`config.mk`:
```
export PLATFORM = sky130hd
export DESIGN_NAME = whisker_steer_reflex_top
export DESIGN_NICKNAME = d
export VERILOG_FILES = /design/src/sv/wsr_pkg.sv /design/src/sv/wsr_regs.sv /design/src/sv/wsr_mul.sv /design/src/sv/wsr_seq.sv /design/src/sv/whisker_steer_reflex_top.sv
export SDC_FILE = /design/constraint.sdc
export NUM_CORES = 2
export LEC_CHECK = 0
export BUFFER_PORTS_ARGS = -buffer_cell sky130_fd_sc_hd__buf_4
export CORE_UTILIZATION = 55
export DETAILED_ROUTE_END_ITERATION = 10
export GPL_TIMING_DRIVEN = 0
export PLACE_DENSITY_LB_ADDON = 0.25
export SLEW_MARGIN = 25
export SYNTH_ARGS = -nofsm -noshare
export SYNTH_HDL_FRONTEND = slang
export SYNTH_SLANG_ARGS = --single-unit
```
`constraint.sdc`:
```
create_clock -name clk -period 8.8 [get_ports clk]
set_input_delay 0.44 -clock clk [delete_from_list [all_inputs] [get_ports clk]]
set_output_delay 0.44 -clock clk [all_outputs]
set_load 0.01 [all_outputs]
```
`src/sv/wsr_pkg.sv`:
```
// Shared types, constants and helper functions for the whisker steering reflex.
// Used by every module of the block; depends on nothing else.
`timescale 1ns / 1ps
`default_nettype none
package wsr_pkg;

  localparam int NUM_WHISKERS_DEF = 6;

  localparam int ADDR_W  = 6;
  localparam int DATA_W  = 64;
  localparam int MAP_W   = 60;
  localparam int SUM_W   = 27;
  localparam int GAIN_W  = 13;
  localparam int PROD_W  = SUM_W + GAIN_W;
  localparam int DRV_W   = 22;
  localparam int WIDE_W  = 24;

  // Request codes carried by req_type.
  localparam logic REQ_SAMPLE = 1'b0;
  localparam logic REQ_TICK   = 1'b1;

  // Register indexes, taken from paddr[5:3].
  localparam logic [2:0] REG_THRESHOLD  = 3'd0;
  localparam logic [2:0] REG_GAIN       = 3'd1;
  localparam logic [2:0] REG_ACCEL_LOW  = 3'd2;
  localparam logic [2:0] REG_ACCEL_HIGH = 3'd3;
  localparam logic [2:0] REG_REVERSE    = 3'd4;
  localparam logic [2:0] REG_REFRACTORY = 3'd5;
  localparam logic [2:0] REG_PULSE      = 3'd6;
  localparam logic [2:0] REG_MAP        = 3'd7;

  localparam logic [15:0] RST_THRESHOLD  = 16'd19661;
  localparam logic [12:0] RST_GAIN       = 13'd2048;
  localparam logic [15:0] RST_ACCEL_LOW  = 16'hE000;
  localparam logic [15:0] RST_ACCEL_HIGH = 16'h2000;
  localparam logic [14:0] RST_REVERSE    = 15'd0;
  localparam logic [15:0] RST_REFRACTORY = 16'd0;
  localparam logic [15:0] RST_PULSE      = 16'd1;
  localparam logic [59:0] RST_MAP        = 60'd290766127260501249;

  localparam logic [1:0] SIDE_LEFT  = 2'd1;
  localparam logic [1:0] SIDE_RIGHT = 2'd2;

  typedef struct packed {
    logic [15:0] contact_threshold;
    logic [12:0] gain;
    logic [15:0] accel_low;
    logic [15:0] accel_high;
    logic [14:0] reverse_floor;
    logic [15:0] refractory_length;
    logic [15:0] pulse_length;
    logic [59:0] whisker_map;
  } cfg_t;

  // Q10.30 product rounded to nearest Q11.11.
  function automatic logic [DRV_W-1:0] round_drive(input logic [PROD_W-1:0] p);
    logic [PROD_W:0] t;
    t = {1'b0, p} + (PROD_W+1)'(1 << 18);
    return t[PROD_W:19];
  endfunction

  // Raise to lo first, then lower to hi, so hi wins when the bounds cross.
  function automatic logic [15:0] clamp_drive(input logic signed [WIDE_W-1:0] v,
                                              input logic [15:0] lo,
                                              input logic [15:0] hi);
    logic signed [WIDE_W-1:0] t;
    logic signed [WIDE_W-1:0] l;
    logic signed [WIDE_W-1:0] h;
    l = WIDE_W'($signed(lo));
    h = WIDE_W'($signed(hi));
    t = v;
    if (t < l) t = l;
    if (t > h) t = h;
    return t[15:0];
  endfunction

endpackage
`default_nettype wire

```
`src/sv/wsr_regs.sv`:
```
// Configuration register file behind an APB-style port.
// Depends on wsr_pkg for register indexes, reset values and the config struct.
`timescale 1ns / 1ps
`default_nettype none
module wsr_regs (
  input  wire logic                       clk,
  input  wire logic                       rst,
  input  wire logic                       psel,
  input  wire logic                       penable,
  input  wire logic                       pwrite,
  input  wire logic [wsr_pkg::ADDR_W-1:0] paddr,
  input  wire logic [wsr_pkg::DATA_W-1:0] pwdata,
  output logic      [wsr_pkg::DATA_W-1:0] prdata,
  output logic                            pready,
  output wsr_pkg::cfg_t                   cfg
);

  logic [2:0] idx;
  logic       wr;

  assign idx    = paddr[5:3];
  assign wr     = psel & penable & pwrite;
  assign pready = 1'b1;

  always_ff @(posedge clk) begin
    if (rst) begin
      cfg.contact_threshold <= wsr_pkg::RST_THRESHOLD;
      cfg.gain              <= wsr_pkg::RST_GAIN;
      cfg.accel_low         <= wsr_pkg::RST_ACCEL_LOW;
      cfg.accel_high        <= wsr_pkg::RST_ACCEL_HIGH;
      cfg.reverse_floor     <= wsr_pkg::RST_REVERSE;
      cfg.refractory_length <= wsr_pkg::RST_REFRACTORY;
      cfg.pulse_length      <= wsr_pkg::RST_PULSE;
      cfg.whisker_map       <= wsr_pkg::RST_MAP;
    end else if (wr) begin
      case (idx)
        wsr_pkg::REG_THRESHOLD:  cfg.contact_threshold <= pwdata[15:0];
        wsr_pkg::REG_GAIN:       cfg.gain              <= pwdata[12:0];
        wsr_pkg::REG_ACCEL_LOW:  cfg.accel_low         <= pwdata[15:0];
        wsr_pkg::REG_ACCEL_HIGH: cfg.accel_high        <= pwdata[15:0];
        wsr_pkg::REG_REVERSE:    cfg.reverse_floor     <= pwdata[14:0];
        wsr_pkg::REG_REFRACTORY: cfg.refractory_length <= pwdata[15:0];
        wsr_pkg::REG_PULSE:      cfg.pulse_length      <= pwdata[15:0];
        wsr_pkg::REG_MAP:        cfg.whisker_map       <= pwdata[59:0];
        default: ;
      endcase
    end
  end

  always_comb begin
    case (idx)
      wsr_pkg::REG_THRESHOLD:  prdata = 64'(cfg.contact_threshold);
      wsr_pkg::REG_GAIN:       prdata = 64'(cfg.gain);
      wsr_pkg::REG_ACCEL_LOW:  prdata = 64'(cfg.accel_low);
      wsr_pkg::REG_ACCEL_HIGH: prdata = 64'(cfg.accel_high);
      wsr_pkg::REG_REVERSE:    prdata = 64'(cfg.reverse_floor);
      wsr_pkg::REG_REFRACTORY: prdata = 64'(cfg.refractory_length);
      wsr_pkg::REG_PULSE:      prdata = 64'(cfg.pulse_length);
      wsr_pkg::REG_MAP:        prdata = 64'(cfg.whisker_map);
      default:                 prdata = '0;
    endcase
  end

endmodule
`default_nettype wire

```
`src/sv/wsr_mul.sv`:
```
// Shared 27 x 13 unsigned multiplier with a registered product.
// Depends on wsr_pkg for operand and product widths.
`timescale 1ns / 1ps
`default_nettype none
module wsr_mul (
  input  wire logic                       clk,
  input  wire logic [wsr_pkg::SUM_W-1:0]  a,
  input  wire logic [wsr_pkg::GAIN_W-1:0] b,
  output logic      [wsr_pkg::PROD_W-1:0] p
);

  always_ff @(posedge clk) begin
    p <= wsr_pkg::PROD_W'(a) * wsr_pkg::PROD_W'(b);
  end

endmodule
`default_nettype wire

```
`src/sv/wsr_seq.sv`:
```
// Sequencer: contact store, per-side accumulation through the shared multiplier,
// pulse and refractory counters, held drives and the output register.
// Depends on wsr_pkg; drives the operands of wsr_mul and reads its product.
`timescale 1ns / 1ps
`default_nettype none
module wsr_seq #(
  parameter int NUM_WHISKERS = wsr_pkg::NUM_WHISKERS_DEF
) (
  input  wire logic                       clk,
  input  wire logic                       rst,
  input  wire wsr_pkg::cfg_t              cfg,
  input  wire logic                       in_valid,
  output logic                            in_stall,
  input  wire logic                       req_type,
  input  wire logic [2:0]                 whisker_index,
  input  wire logic [15:0]                contact_value,
  output logic      [wsr_pkg::SUM_W-1:0]  mul_a,
  output logic      [wsr_pkg::GAIN_W-1:0] mul_b,
  input  wire logic [wsr_pkg::PROD_W-1:0] mul_p,
  output logic                            out_valid,
  input  wire logic                       out_stall,
  output logic      [15:0]                left_accel,
  output logic      [15:0]                right_accel,
  output logic      [15:0]                steer_accel,
  output logic                            wedge_reverse
);

  localparam int IDX_W = (NUM_WHISKERS > 1) ? $clog2(NUM_WHISKERS) : 1;
  localparam logic [IDX_W-1:0] LAST_IDX = IDX_W'(NUM_WHISKERS - 1);

  localparam logic [2:0] S_IDLE  = 3'd0;
  localparam logic [2:0] S_MAC   = 3'd1;
  localparam logic [2:0] S_DRAIN = 3'd2;
  localparam logic [2:0] S_GL    = 3'd3;
  localparam logic [2:0] S_GR    = 3'd4;
  localparam logic [2:0] S_FIN   = 3'd5;
  localparam logic [2:0] S_DONE  = 3'd6;
  localparam logic [2:0] S_OUT   = 3'd7;

  logic [2:0]                 state;
  logic [IDX_W-1:0]           cnt;
  logic [15:0]                store [NUM_WHISKERS];
  logic                       d_valid;
  logic [1:0]                 d_side;
  logic                       d_over;
  logic [wsr_pkg::SUM_W-1:0]  lsum;
  logic [wsr_pkg::SUM_W-1:0]  rsum;
  logic                       hit_l;
  logic                       hit_r;
  logic [wsr_pkg::DRV_W-1:0]  al;
  logic [wsr_pkg::DRV_W-1:0]  ar;
  logic [15:0]                pulse_left;
  logic [15:0]                refractory_left;
  logic [15:0]                held_left;
  logic [15:0]                held_right;
  logic                       held_wedge;

  logic                       accept;
  logic [9:0]                 ent;
  logic [15:0]                cur_v;
  logic                       cur_over;
  logic [wsr_pkg::DRV_W-1:0]  rev;
  logic [wsr_pkg::DRV_W-1:0]  ml;
  logic [wsr_pkg::DRV_W-1:0]  mr;
  logic signed [wsr_pkg::WIDE_W-1:0] dl;
  logic signed [wsr_pkg::WIDE_W-1:0] dr;
  logic signed [wsr_pkg::WIDE_W-1:0] diff;
  logic [15:0]                pulse_start;
  logic                       out_free;

  assign in_stall = (state != S_IDLE);
  assign accept   = in_valid & ~in_stall;
  assign out_free = ~out_valid | ~out_stall;

  assign ent      = cfg.whisker_map[10*cnt +: 10];
  assign cur_v    = store[cnt];
  assign cur_over = cur_v > cfg.contact_threshold;

  // Wedge back-out is the larger of the gain term and the reverse floor, negated.
  assign rev = wsr_pkg::DRV_W'(cfg.reverse_floor);
  assign ml  = (al > rev) ? al : rev;
  assign mr  = (ar > rev) ? ar : rev;
  assign dl  = (hit_l & hit_r) ? -$signed({2'b00, ml}) : $signed({2'b00, al});
  assign dr  = (hit_l & hit_r) ? -$signed({2'b00, mr}) : $signed({2'b00, ar});
  assign diff = wsr_pkg::WIDE_W'($signed(held_left)) - wsr_pkg::WIDE_W'($signed(held_right));
  assign pulse_start = (cfg.pulse_length != 16'd0) ? cfg.pulse_length - 16'd1 : 16'd0;

  always_comb begin
    case (state)
      S_MAC: begin
        mul_a = wsr_pkg::SUM_W'(cur_v);
        mul_b = wsr_pkg::GAIN_W'(ent[9:2]);
      end
      S_GL: begin
        mul_a = lsum;
        mul_b = cfg.gain;
      end
      S_GR: begin
        mul_a = rsum;
        mul_b = cfg.gain;
      end
      default: begin
        mul_a = '0;
        mul_b = '0;
      end
    endcase
  end

  always_ff @(posedge clk) begin
    if (rst) begin
      for (int i = 0; i < NUM_WHISKERS; i++) store[i] <= '0;
    end else if (accept && req_type == wsr_pkg::REQ_SAMPLE &&
                 (32'(whisker_index) < NUM_WHISKERS)) begin
      store[whisker_index[IDX_W-1:0]] <= contact_value;
    end
  end

  // Products come back in the cycle after issue, together with the delayed tags.
  always_ff @(posedge clk) begin
    if (d_valid && d_over) begin
      if (d_side == wsr_pkg::SIDE_LEFT)  lsum <= lsum + mul_p[wsr_pkg::SUM_W-1:0];
      if (d_side == wsr_pkg::SIDE_RIGHT) rsum <= rsum + mul_p[wsr_pkg::SUM_W-1:0];
    end
    if (accept && req_type == wsr_pkg::REQ_TICK) begin
      lsum <= '0;
      rsum <= '0;
    end
    d_side <= ent[1:0];
    d_over <= cur_over;
    if (state == S_GR)  al <= wsr_pkg::round_drive(mul_p);
    if (state == S_FIN) ar <= wsr_pkg::round_drive(mul_p);
  end

  always_ff @(posedge clk) begin
    if (rst) begin
      state           <= S_IDLE;
      cnt             <= '0;
      d_valid         <= 1'b0;
      hit_l           <= 1'b0;
      hit_r           <= 1'b0;
      pulse_left      <= '0;
      refractory_left <= '0;
      held_left       <= '0;
      held_right      <= '0;
      held_wedge      <= 1'b0;
      out_valid       <= 1'b0;
    end else begin
      if (state == S_OUT && out_free) out_valid <= 1'b1;
      else if (out_valid && !out_stall) out_valid <= 1'b0;
      d_valid <= (state == S_MAC);
      case (state)
        S_IDLE: begin
          if (accept && req_type == wsr_pkg::REQ_TICK) begin
            cnt   <= '0;
            hit_l <= 1'b0;
            hit_r <= 1'b0;
            state <= S_MAC;
          end
        end
        S_MAC: begin
          if (cur_over && ent[1:0] == wsr_pkg::SIDE_LEFT)  hit_l <= 1'b1;
          if (cur_over && ent[1:0] == wsr_pkg::SIDE_RIGHT) hit_r <= 1'b1;
          if (cnt == LAST_IDX) begin
            state <= S_DRAIN;
          end else begin
            cnt <= cnt + IDX_W'(1);
          end
        end
        S_DRAIN: state <= S_GL;
        S_GL:    state <= S_GR;
        S_GR:    state <= S_FIN;
        S_FIN:   state <= S_DONE;
        S_DONE: begin
          if (refractory_left != 16'd0) begin
            refractory_left <= refractory_left - 16'd1;
            state <= S_IDLE;
          end else if (pulse_left != 16'd0) begin
            pulse_left <= pulse_left - 16'd1;
            if (pulse_left == 16'd1) refractory_left <= cfg.refractory_length;
            state <= S_OUT;
          end else if (hit_l || hit_r) begin
            held_wedge <= hit_l & hit_r;
            held_left  <= wsr_pkg::clamp_drive(dl, cfg.accel_low, cfg.accel_high);
            held_right <= wsr_pkg::clamp_drive(dr, cfg.accel_low, cfg.accel_high);
            pulse_left <= pulse_start;
            if (pulse_start == 16'd0) refractory_left <= cfg.refractory_length;
            state <= S_OUT;
          end else begin
            state <= S_IDLE;
          end
        end
        S_OUT: begin
          if (out_free) begin
            state <= S_IDLE;
          end
        end
        default: state <= S_IDLE;
      endcase
    end
  end

  always_ff @(posedge clk) begin
    if (state == S_OUT && out_free) begin
      left_accel    <= held_left;
      right_accel   <= held_right;
      steer_accel   <= wsr_pkg::clamp_drive(diff, cfg.accel_low, cfg.accel_high);
      wedge_reverse <= held_wedge;
    end
  end

endmodule
`default_nettype wire

```
`src/sv/whisker_steer_reflex_top.sv`:
```
// Top level of the whisker steering reflex: config registers, sequencer and
// the shared multiplier. Depends on wsr_pkg, wsr_regs, wsr_mul and wsr_seq.
//
//   channel   handshake                    payload
//   input     in_valid / in_stall          req_type, whisker_index, contact_value
//   output    out_valid / out_stall        left_accel, right_accel, steer_accel,
//                                          wedge_reverse
//   config    psel/penable/pwrite/pready   paddr (byte 8*i), pwdata, prdata
//
// A contact sample is taken without a stall and gives no word.
// A control tick holds in_stall high through one multiply per whisker on the shared
// multiplier, a drain step, two gain multiplies, a finishing step and the decision step,
// and through the output step as well when it gives a word.
// The output word sits in its own register; a tick waits in its last step only
// while an earlier word is still stalled there.
// Reset (synchronous, rst high) clears the contact store, counters and held drives.
`timescale 1ns / 1ps
`default_nettype none
module whisker_steer_reflex_top #(
  parameter int NUM_WHISKERS = wsr_pkg::NUM_WHISKERS_DEF
) (
  input  wire logic                       clk,
  input  wire logic                       rst,
  input  wire logic                       psel,
  input  wire logic                       penable,
  input  wire logic                       pwrite,
  input  wire logic [wsr_pkg::ADDR_W-1:0] paddr,
  input  wire logic [wsr_pkg::DATA_W-1:0] pwdata,
  output logic      [wsr_pkg::DATA_W-1:0] prdata,
  output logic                            pready,
  input  wire logic                       in_valid,
  output logic                            in_stall,
  input  wire logic                       req_type,
  input  wire logic [2:0]                 whisker_index,
  input  wire logic [15:0]                contact_value,
  output logic                            out_valid,
  input  wire logic                       out_stall,
  output logic      [15:0]                left_accel,
  output logic      [15:0]                right_accel,
  output logic      [15:0]                steer_accel,
  output logic                            wedge_reverse
);

  wsr_pkg::cfg_t                cfg;
  logic [wsr_pkg::SUM_W-1:0]    mul_a;
  logic [wsr_pkg::GAIN_W-1:0]   mul_b;
  logic [wsr_pkg::PROD_W-1:0]   mul_p;

  wsr_regs u_regs (
    .clk     (clk),
    .rst     (rst),
    .psel    (psel),
    .penable (penable),
    .pwrite  (pwrite),
    .paddr   (paddr),
    .pwdata  (pwdata),
    .prdata  (prdata),
    .pready  (pready),
    .cfg     (cfg)
  );

  wsr_mul u_mul (
    .clk (clk),
    .a   (mul_a),
    .b   (mul_b),
    .p   (mul_p)
  );

  wsr_seq #(
    .NUM_WHISKERS (NUM_WHISKERS)
  ) u_seq (
    .clk           (clk),
    .rst           (rst),
    .cfg           (cfg),
    .in_valid      (in_valid),
    .in_stall      (in_stall),
    .req_type      (req_type),
    .whisker_index (whisker_index),
    .contact_value (contact_value),
    .mul_a         (mul_a),
    .mul_b         (mul_b),
    .mul_p         (mul_p),
    .out_valid     (out_valid),
    .out_stall     (out_stall),
    .left_accel    (left_accel),
    .right_accel   (right_accel),
    .steer_accel   (steer_accel),
    .wedge_reverse (wedge_reverse)
  );

endmodule
`default_nettype wire

```
==> reports/qor.yml <==
cells_and_area:
  drive_above_1_share: 0.129
  nets: 6056
  area_delta_synth_final_pct: 14.8
  nFillCells: 6733
  stdcell_area_um2: 50500
hold_path:
  hp-class: "input port to register"
floorplanning:
  core_area_um2: 79100
  die_h_um: 285
  start_util: 0.556
  rows: 103
  die_area_um2: 81200
  io_pins: 213
  die_w_um: 285
grt:
  grt_max_degree: 32
  grt_pass1_wl_um: 225000
  grtUsageTotal: 0.360
  grt_pass1_vias: 38272
  grt_overflow_total: 0
  antenna_found_initial: 6
yosys:
  post-synth-top-area-cell: "dfxtp_1"
  ys_warn_count: 0
  synth_most_common_cell: "nand2_1"
  ys_types: 97
  synth_area_um2: 44000
  netlist_instances: 4975
  synth_common_cells: "821 x nand2_1, 430 x a21oi_1, 414 x inv_1"
  synth_area_leaders: "dfxtp_1 16%, edfxtp_1 15%, fa_1 13%"
  synthArstFlopShare: 0
  synth_top_cell_area_share: 0.156
  synth-seq-cells: 564
  yosysSeqAreaShare: 0.307
  synth.avg_cell_area_um2: 8.85
  synth_flop_cell: "dfxtp_1"
  synth_edf_count: 221
worst_setup_path:
  crit_slowest_cell: "dfxtp_4"
  timing.rr.start: "u_regs.cfg[103]"
  endpoint: "u_seq.held_right[1]"
  critical_path.max_stage_delay_ns: 0.42
  critPathKind: "register to register"
  rrSetupSlack_ns: 0.06
  path_buf_inv: 3
  crit_path_start_kind: "register"
  arrival_ns: 9.31
  path_depth: 34
  crit_start: "u_regs.cfg[103]"
  path_max_fanout: 7
  r2r_cells: 34
  r2r-end: "u_seq.held_right[1]"
  endpoint_kind: "register"
  cp_top_family: "compound AO/OA/AOI/OAI gates"
  critical_path_required_ns: 9.37
sta:
  final.period_utilization: 0.993
  finClkSkew_ns: 0.0429
  whs_ns: 0.00921
  hold_viol_final: 0
  slew_headroom: 0.213
  worst_pin_slew_ns: 1.18
  setup_viol: 0
  fmax_mhz: 114
  rsz0062_at_grt: "yes"
  slew_violations: 0
  fin_crit_ns: 8.74
  worst_slack_ns: 0.0597
clock_tree:
  tritoncts: "built"
  clock_sinks: 564
  clk-insertion-delay-late_ns: 0.68
  cts-root-buf: "clkbuf_16"
  clockBufferDepth: 3
  clkTransAtPathRegs_ns: 0.07
  htreeDepth: 2
  numCtsBuffers: 61
detailed_routing:
  vias: 39482
  route.detailed.drc: 0
  drt-vias-per-instance: 6.12
  routedWlPerCell_um: 23.0
  routed_wl_um: 149000
  firstDrtPassIters: 6
  first_iter_violations: 4141
  detail-route-antenna-nets: 0
power:
  p_per_area_nw_per_um2: 135
  power_leakage_nw: 21.2
  ir_worst_vdd_v: 0.000190
  p_total_mw: 6.83
status:
  outcome: "finished, final reports clean"
run:
  max-cap-violations: 0
placement:
  hpwl_um: 115000
  place_ws_ns: -2.64
  place_congestion: 1.04
  portBuffers: 185
  placed_area_um2: 47000
==> flip-flops by register name (all words and copies together), names as in the netlist, 16 cells and up, named ones only <==
name	flops
u_seq.al	22
u_seq.rsum	27
u_mul.p	40
u_seq.pulse_left	16
u_seq.store	128
u_seq.right_accel	16
u_seq.refractory_left	16
u_regs.cfg	168
u_seq.lsum	27
u_seq.held_left	16
u_seq.steer_accel	16
u_seq.held_right	16
u_seq.left_accel	16
u_seq.ar	22
==> placed cells by master (no fill, tap or decap), drive strengths merged, types with 38 or more instances in the layout <==
cell    count
nand4      44
and2       69
ha        337
mux2i      60
nor2      402
nand3     103
inv       419
clkbuf    290
xnor2      86
buf       312
nor2b      66
a21o       47
mux2       85
o21a       43
a21oi     431
dfxtp     343
nand2     822
fa        278
nor3       79
a211oi     38
o21ai     200
xor2       52
edfxtp    221
mux4       48
==> through the flow <==
stage	instances	setup TNS, ns	util
after global routing	6447	-2.08	0.639
final	6448	0	0.639
after detailed placement	6248	-90.14	0.593
after global placement	6245	-86.40	0.592
after CTS	6410	0	0.632
after floorplan	5010	0	-
==> kinds of logic (layout without fill, tap and decap cells) <==
group,count (synthesis),count (layout),share of synthesized area
fa+ha+maj,615,615,0.222
buf+inv,677,1064,0.0597
xor+xnor,138,138,0.0275
compound gates,1047,1047,0.148
other cells,2,38,0.000171
mux,193,193,0.0600
flops,564,564,0.307
simple gates,1739,1739,0.176
==> final cells by class <==
type	instances	area [um^2]	share of cell area
flip-flops and latches	564	13500	0.268
plain buffers	244	1080	0.0215
clock inverters	31	405	0.00802
inverters	416	1570	0.0311
multi-input cells	3769	28600	0.566
repair buffers	288	2270	0.0450
clock buffers	85	1720	0.0340
diodes	1	2.50	0.0000495
well taps	1050	1310	0.0260
==> how the worst min path moves through the flow <==
stage | from | endpoint | slack (ns) | cells past startpoint
after detailed placement | u_seq.held_right[9] | u_seq.right_accel[9] | 0.42 | 0
after global routing | pwdata[55] | u_regs.cfg[55] | 0.02 | 3
after global placement | u_seq.held_right[10] | u_seq.right_accel[10] | 0.41 | 0
after floorplan | u_seq.held_wedge | u_seq.wedge_reverse | 0.41 | 0
after CTS | pwdata[29] | u_regs.cfg[29] | 0.0008 | 3
final | pwdata[55] | u_regs.cfg[55] | 0.009 | 3
==> metal layers <==
| metal | track usage | share of wire | vias up |
|---|---|---|---|
| li1 | - | - | 17892 |
| met1 | 0.454 | 0.38 | 18932 |
| met2 | 0.590 | 0.46 | 2111 |
| met3 | 0.0589 | 0.089 | 537 |
| met4 | 0.197 | 0.065 | 10 |
| met5 | 0 | 0.00044 | - |
==> tightest hold or removal path, stage by stage <==
cell     delay [ns]
buf_4          0.11
nand2_1        0.05
a21oi_1        0.05
==> repair_timing <==
action,in CTS,in global routing
gates resized for setup,157,67
setup buffers,42,43
gates cloned,1,0
endpoints found under the hold margin,14,0
hold buffers,14,0
pin swaps,31,42
setup endpoints to repair,53,47
==> where the power goes <==
group	leakage, nW	switching (mW)	internal [mW]
clock network	1.02	1.16	1.56
registers	4.90	0.0776	2.79
logic	15.3	0.812	0.440
total	21.2	2.05	4.78
Note: power is estimated with default switching activity, not from simulation.
